$ cat src/rtl/ffa_pkg.sv
// Shared codes and types for the first-fit free list allocator.
`default_nettype none

package ffa_pkg;

  // Result status codes
  localparam logic [1:0] ST_ALLOC   = 2'd0;
  localparam logic [1:0] ST_NOSPACE = 2'd1;
  localparam logic [1:0] ST_FREE    = 2'd2;

  // Request kinds
  localparam logic KIND_ALLOC = 1'b0;
  localparam logic KIND_FREE  = 1'b1;

  // Header field picked by a read-modify-write patch
  typedef enum logic [1:0] {
    FLD_NEXT = 2'd0,
    FLD_PREV = 2'd1,
    FLD_SIZE = 2'd2,
    FLD_ALL  = 2'd3
  } ffa_field_t;

  // Compare flags of the shared arithmetic unit
  typedef struct packed {
    logic eq;
    logic ge;
  } ffa_flags_t;

endpackage

`default_nettype wire

$ cat src/rtl/ffa_alu.sv
// Shared add, subtract and compare unit used by the sequencer.
`default_nettype none

module ffa_alu
  import ffa_pkg::*;
#(
  parameter int W = 11
) (
  input  wire logic [W-1:0] a,
  input  wire logic [W-1:0] b,
  output logic      [W:0]   sum,
  output logic      [W-1:0] diff,
  output ffa_flags_t        flags
);

  // Form sum, difference and magnitude flags
  always_comb begin
    sum      = {1'b0, a} + {1'b0, b};
    diff     = a - b;
    flags.eq = (a == b);
    flags.ge = (a >= b);
  end

endmodule

`default_nettype wire

$ cat config.mk
export PLATFORM = sky130hd
export DESIGN_NAME = ffa_alu
export DESIGN_NICKNAME = d
export VERILOG_FILES = /design/src/rtl/ffa_pkg.sv /design/src/rtl/ffa_alu.sv
export SDC_FILE = /design/constraint.sdc
export NUM_CORES = 1
export LEC_CHECK = 0
export ABC_AREA = 0
export BUFFER_PORTS_ARGS = -buffer_cell sky130_fd_sc_hd__buf_2
export CORE_UTILIZATION = 35
export DETAILED_ROUTE_END_ITERATION = 6
export GPL_TIMING_DRIVEN = 1
export SLEW_MARGIN = 20
export SYNTH_ARGS = -nofsm -noshare
export SYNTH_HDL_FRONTEND = slang
export SYNTH_SLANG_ARGS = --single-unit
$ cat constraint.sdc
create_clock -name vclk -period 2.7
set_input_delay 0.135 -clock vclk [all_inputs]
set_output_delay 0.135 -clock vclk [all_outputs]
set_load 0.01 [all_outputs]
==> results of run 1 <==
-- cells in the mapped netlist (2+ instances only) --
cell | number | area (um2)
a21o_1 | 5 | 37.54
a21oi_1 | 9 | 45.04
nand4_1 | 3 | 18.77
o221ai_1 | 2 | 17.52
nor3b_1 | 3 | 22.52
inv_1 | 24 | 90.09
xnor2_1 | 11 | 96.34
o21ai_0 | 2 | 10.01
buf_4 | 2 | 15.01
o21ai_1 | 2 | 10.01
nand2_1 | 10 | 37.54
nor3_1 | 5 | 25.02
xor2_1 | 4 | 35.03
nor2_1 | 17 | 63.81
ha_1 | 22 | 275.3
nand3_1 | 2 | 10.01
clkbuf_1 | 3 | 11.26
o21bai_2 | 2 | 22.52
fa_1 | 2 | 40.04
nand2b_1 | 4 | 25.02
buf_2 | 3 | 15.01
-- report_power, final --
group / switching [mW] / total (mW) / internal, mW / leakage (nW)
clock network: 0 / 0 / 0 / 0
logic: 0.200 / 0.361 / 0.161 / 0.739
registers: 0 / 0 / 0 / 0
-- kinds of logic (layout without fill, tap and decap cells) --
family / after synthesis / after routing / share of synthesized area
buffers and inverters: 33 / 71 / 0.1287
AOI/OAI and AO/OA: 36 / 36 / 0.2438
and+or+nand+nor: 49 / 49 / 0.2156
muxes: 1 / 1 / 0.009030
adders and majority gates: 24 / 24 / 0.2844
xor gates and xnor gates: 15 / 15 / 0.1185
-- final timing paths --
path	slack, ps	cells past startpoint	end	from
worst min-delay path	690	4	diff[0]	b[0]
worst max-delay path	510	11	diff[8]	a[0]
-- layout by cell type, fill, tap and decap left out, drive strengths merged, types with 3 or more instances in the layout --
master	n
a21o	5
ha	22
a21oi	9
nand2b	4
xor2	4
buf	47
nand2	10
xnor2	11
nor3	5
nand4	3
nor3b	3
nor2	17
o21bai	3
inv	24
o21ai	4
-- through the flow --
stage | instances | area (um2) | hold slack, ps
6_report | 240 | 1346 | 688.2
5_1_grt | 240 | 1346 | 705.2
3_5_place_dp | 240 | 1346 | 677.8
3_3_place_gp | 240 | 1346 | 680.7
2_1_floorplan | 158 | 1109 | 449.4
4_1_cts | 240 | 1346 | 681.3
-- cell type report --
| cell class | instances | area [um2] | share of cell area |
|---|---|---|---|
| repair buffers | 47 | 235.2 | 0.1747 |
| well taps | 44 | 55.05 | 0.04089 |
| multi-input cells | 125 | 965.9 | 0.7175 |
| inverters | 24 | 90.09 | 0.06691 |
-- critical path, cell delays in order --
cell and delay [ps]:
buf_2 110, inv_1 50, ha_1 160, inv_1 60
fa_1 430, a211oi_2 220, o21bai_2 110, a2111oi_2 340
or3_1 180, xnor2_1 120, buf_2 150
-- layer usage --
layer | track usage | vias up
li1 | - | 614
met3 | 0 | 2
met1 | 0.2102 | 500
met5 | 0 | -
met4 | 0.01020 | 0
met2 | 0.2562 | 26
==> impl_metrics.json, run 1 <==
{
  "cts_resized": 0,
  "max_cap_violations": 0,
  "synthCells": 158,
  "num_antenna_cells": 0,
  "vias": 1142,
  "outcome": "completed",
  "wl_met1_um": 1277,
  "critPathLaunchType": "input port",
  "p_leak_nw": 0.7390,
  "port_buffers": 47,
  "grt_pass1_vias": 1001,
  "syn_avg_cell_area_um2": 7.016,
  "layout-drive-gt1-share": 0.2602,
  "cts_setup_buffers": 0,
  "crit_fanout": 3,
  "ys_warn_count": 0,
  "fin_crit_ps": 2187,
  "slew_viol_final": 0,
  "ir_worst_vdd_v": 0.00009227,
  "grt_pass1_wl_um": 4133,
  "dr_wl_met3_um": 70,
  "rsz0062_at_grt": "false",
  "antenna_found_initial": 0,
  "hpwl_um": 2139,
  "seq_area_um2": 0,
  "setup_tns_ps": 0,
  "gr-total-overflow": 0,
  "area_growth_pct": 21.44,
  "ant_nets": 0,
  "synth.cell_area_um2": 1109,
  "core_um2": 3028,
  "dr.pass1.iters": 4,
  "start_util": 0.3661,
  "finalSetupViolCount": 0,
  "grt_max_degree": 14,
  "final_nets": 244,
  "die_h_um": 58.28,
  "power_density_nw_per_um2": 268.2,
  "fmax_ghz": 0.4571,
  "required_ps": 2570,
  "worstMarginPinSlew_ps": 471.0,
  "ios": 47,
  "synth_cell_types": 42,
  "grt_use_total": 0.1462,
  "dieArea_um2": 3397,
  "fp-row-count": 20,
  "cp.arrival_ps": 2050,
  "drc": 0,
  "wl_met2_um": 1122,
  "totalWireLength_um": 2490,
  "place_ws_ps": 523.1,
  "die_x_um": 58.28,
  "relSlewSlack": 0.6833,
  "seq_cell_count": 0,
  "layout_setup_ws_ps": 512.5,
  "crit_type": "in -> out",
  "power_mw": 0.3611,
  "cts-hold-fix-buffers": 0,
  "hold_class": "in -> out",
  "drt-vias-per-instance": 4.758,
  "gp_congestion": 0.7930,
  "fin_util": 0.4446,
  "wl_per_cell_um": 10.38,
  "synth_fp_nets": 204,
  "highest_layer": "met4",
  "initialDrtViolationCount": 22,
  "ys_seq_area_frac": 0,
  "fin_crit_sh": 0.8102,
  "end_kind": "primary output",
  "hold_viol": 0,
  "fill_cells": 345,
  "nClkBuffers": 0
}
Note: power is estimated with default switching activity, not from simulation.
==> run 2: changes to the inputs <==
==> constraint.sdc (replaced) <==
create_clock -name vclk -period 2
set_input_delay 0.1 -clock vclk [all_inputs]
set_output_delay 0.1 -clock vclk [all_outputs]
set_load 0.01 [all_outputs]
==> run 2 against run 1 <==
  * Non-clock buffer count increased by 9
  * Die area unchanged
  * Critical path type unchanged
  * Flip-flop and latch count did not move
  * Highest routed layer is now met3
  * Largest power group unchanged
==> impl_metrics.json, run 2 (same netlist as run 1, synthesis figures left out) <==
{
  "wl_met1_um": 1381,
  "dieArea_um2": 3397,
  "die_x_um": 58.28,
  "final_nets": 253,
  "hold_viol": 0,
  "grt_max_degree": 14,
  "start_util": 0.3661,
  "ir_worst_vdd_v": 0.0001338,
  "rsz0062_at_grt": "true",
  "grt_pass1_vias": 953,
  "end_kind": "primary output",
  "area_growth_pct": 30.93,
  "cp.arrival_ps": 1900,
  "wl_met2_um": 1217,
  "dr.pass1.iters": 4,
  "relSlewSlack": 0.7072,
  "die_h_um": 58.28,
  "outcome": "completed",
  "power_density_nw_per_um2": 361.7,
  "min_from": "b[0]",
  "nClkBuffers": 0,
  "worstMarginPinSlew_ps": 435.8,
  "totalWireLength_um": 2672,
  "ant_nets": 0,
  "highest_layer": "met3",
  "crit_fanout": 2,
  "drc": 0,
  "vias": 1193,
  "fmax_ghz": 0.5012,
  "cts_setup_buffers": 0,
  "seq_cell_count": 0,
  "multiInputGateArea_um2": 1003,
  "fin_crit_sh": 0.9976,
  "final_common_cell": "buf_2",
  "grt_pass1_wl_um": 4188,
  "critPathLaunch": "a[0]",
  "p_leak_nw": 0.7755,
  "gr-total-overflow": 0,
  "slew_viol_final": 0,
  "crit_type": "in -> out",
  "fin_crit_ps": 1995,
  "finalSetupViolCount": 0,
  "core_um2": 3028,
  "dr_wl_met3_um": 73,
  "drt-vias-per-instance": 4.791,
  "ios": 47,
  "seq_area_um2": 0,
  "num_antenna_cells": 0,
  "place_ws_ps": -83.64,
  "antenna_found_initial": 0,
  "max_cap_violations": 0,
  "fill_cells": 332,
  "hold_class": "in -> out",
  "required_ps": 1900,
  "wl_per_cell_um": 10.73,
  "power_mw": 0.5250,
  "critPathLaunchType": "input port",
  "layout-drive-gt1-share": 0.3463,
  "fp-row-count": 20,
  "final_cell_mix": "buf_2 (47), inv_1 (22), ha_1 (20)",
  "layout_setup_ws_ps": 4.703,
  "hpwl_um": 2256,
  "grt_use_total": 0.1518,
  "gp_congestion": 0.8246,
  "port_buffers": 47,
  "initialDrtViolationCount": 27
}
-- run 2: layout make-up --
type | instances | area share
inverter | 24 | 0.06207
multi-input combinational | 125 | 0.6914
tap | 44 | 0.03793
timing repair buffer | 56 | 0.2086
-- run 2: what timing repair did --
action / in CTS / in global routing
pin swaps: 4 / 3
resized for setup: 2 / 9
hold buffers: 0 / 0
setup endpoints to repair: 1 / 8
-- run 2: metrics by stage --
step / instances / util / cell area (um2) / TNS (ps) / hold slack, ps
floorplan: 158 / - / 1109 / 0 / 379.4
global placement: 249 / 0.4669 / 1414 / -65.80 / 609.2
detailed placement: 249 / 0.4669 / 1414 / -83.64 / 609.2
CTS: 249 / 0.4698 / 1423 / -3.495 / 612.5
global route: 249 / 0.4793 / 1451 / -299.5 / 634.4
finish: 249 / 0.4793 / 1451 / 0 / 613.4
-- run 2: final timing paths --
kind	end	slack, ps	cells past startpoint
worst min-delay path	sum[0]	610	4
worst max-delay path	diff[8]	5	11
-- run 2: critical path, cell delays in order --
cell       delay (ps)
buf_2             110
inv_1              50
ha_2              180
inv_2              40
fa_2              340
a211oi_2          230
o21bai_2          100
a2111oi_2         290
or3_1             180
xnor2_1           120
buf_2             160
-- run 2: layer usage --
metal / vias up / track usage
li1: 633 / -
met1: 534 / 0.2369
met2: 26 / 0.2479
met3: 0 / 0
met4: 0 / 0
met5: - / 0
-- run 2: report_power, final --
group | internal, mW | total, mW | switching (mW)
registers | 0 | 0 | 0
logic | 0.242 | 0.525 | 0.283
clock network | 0 | 0 | 0
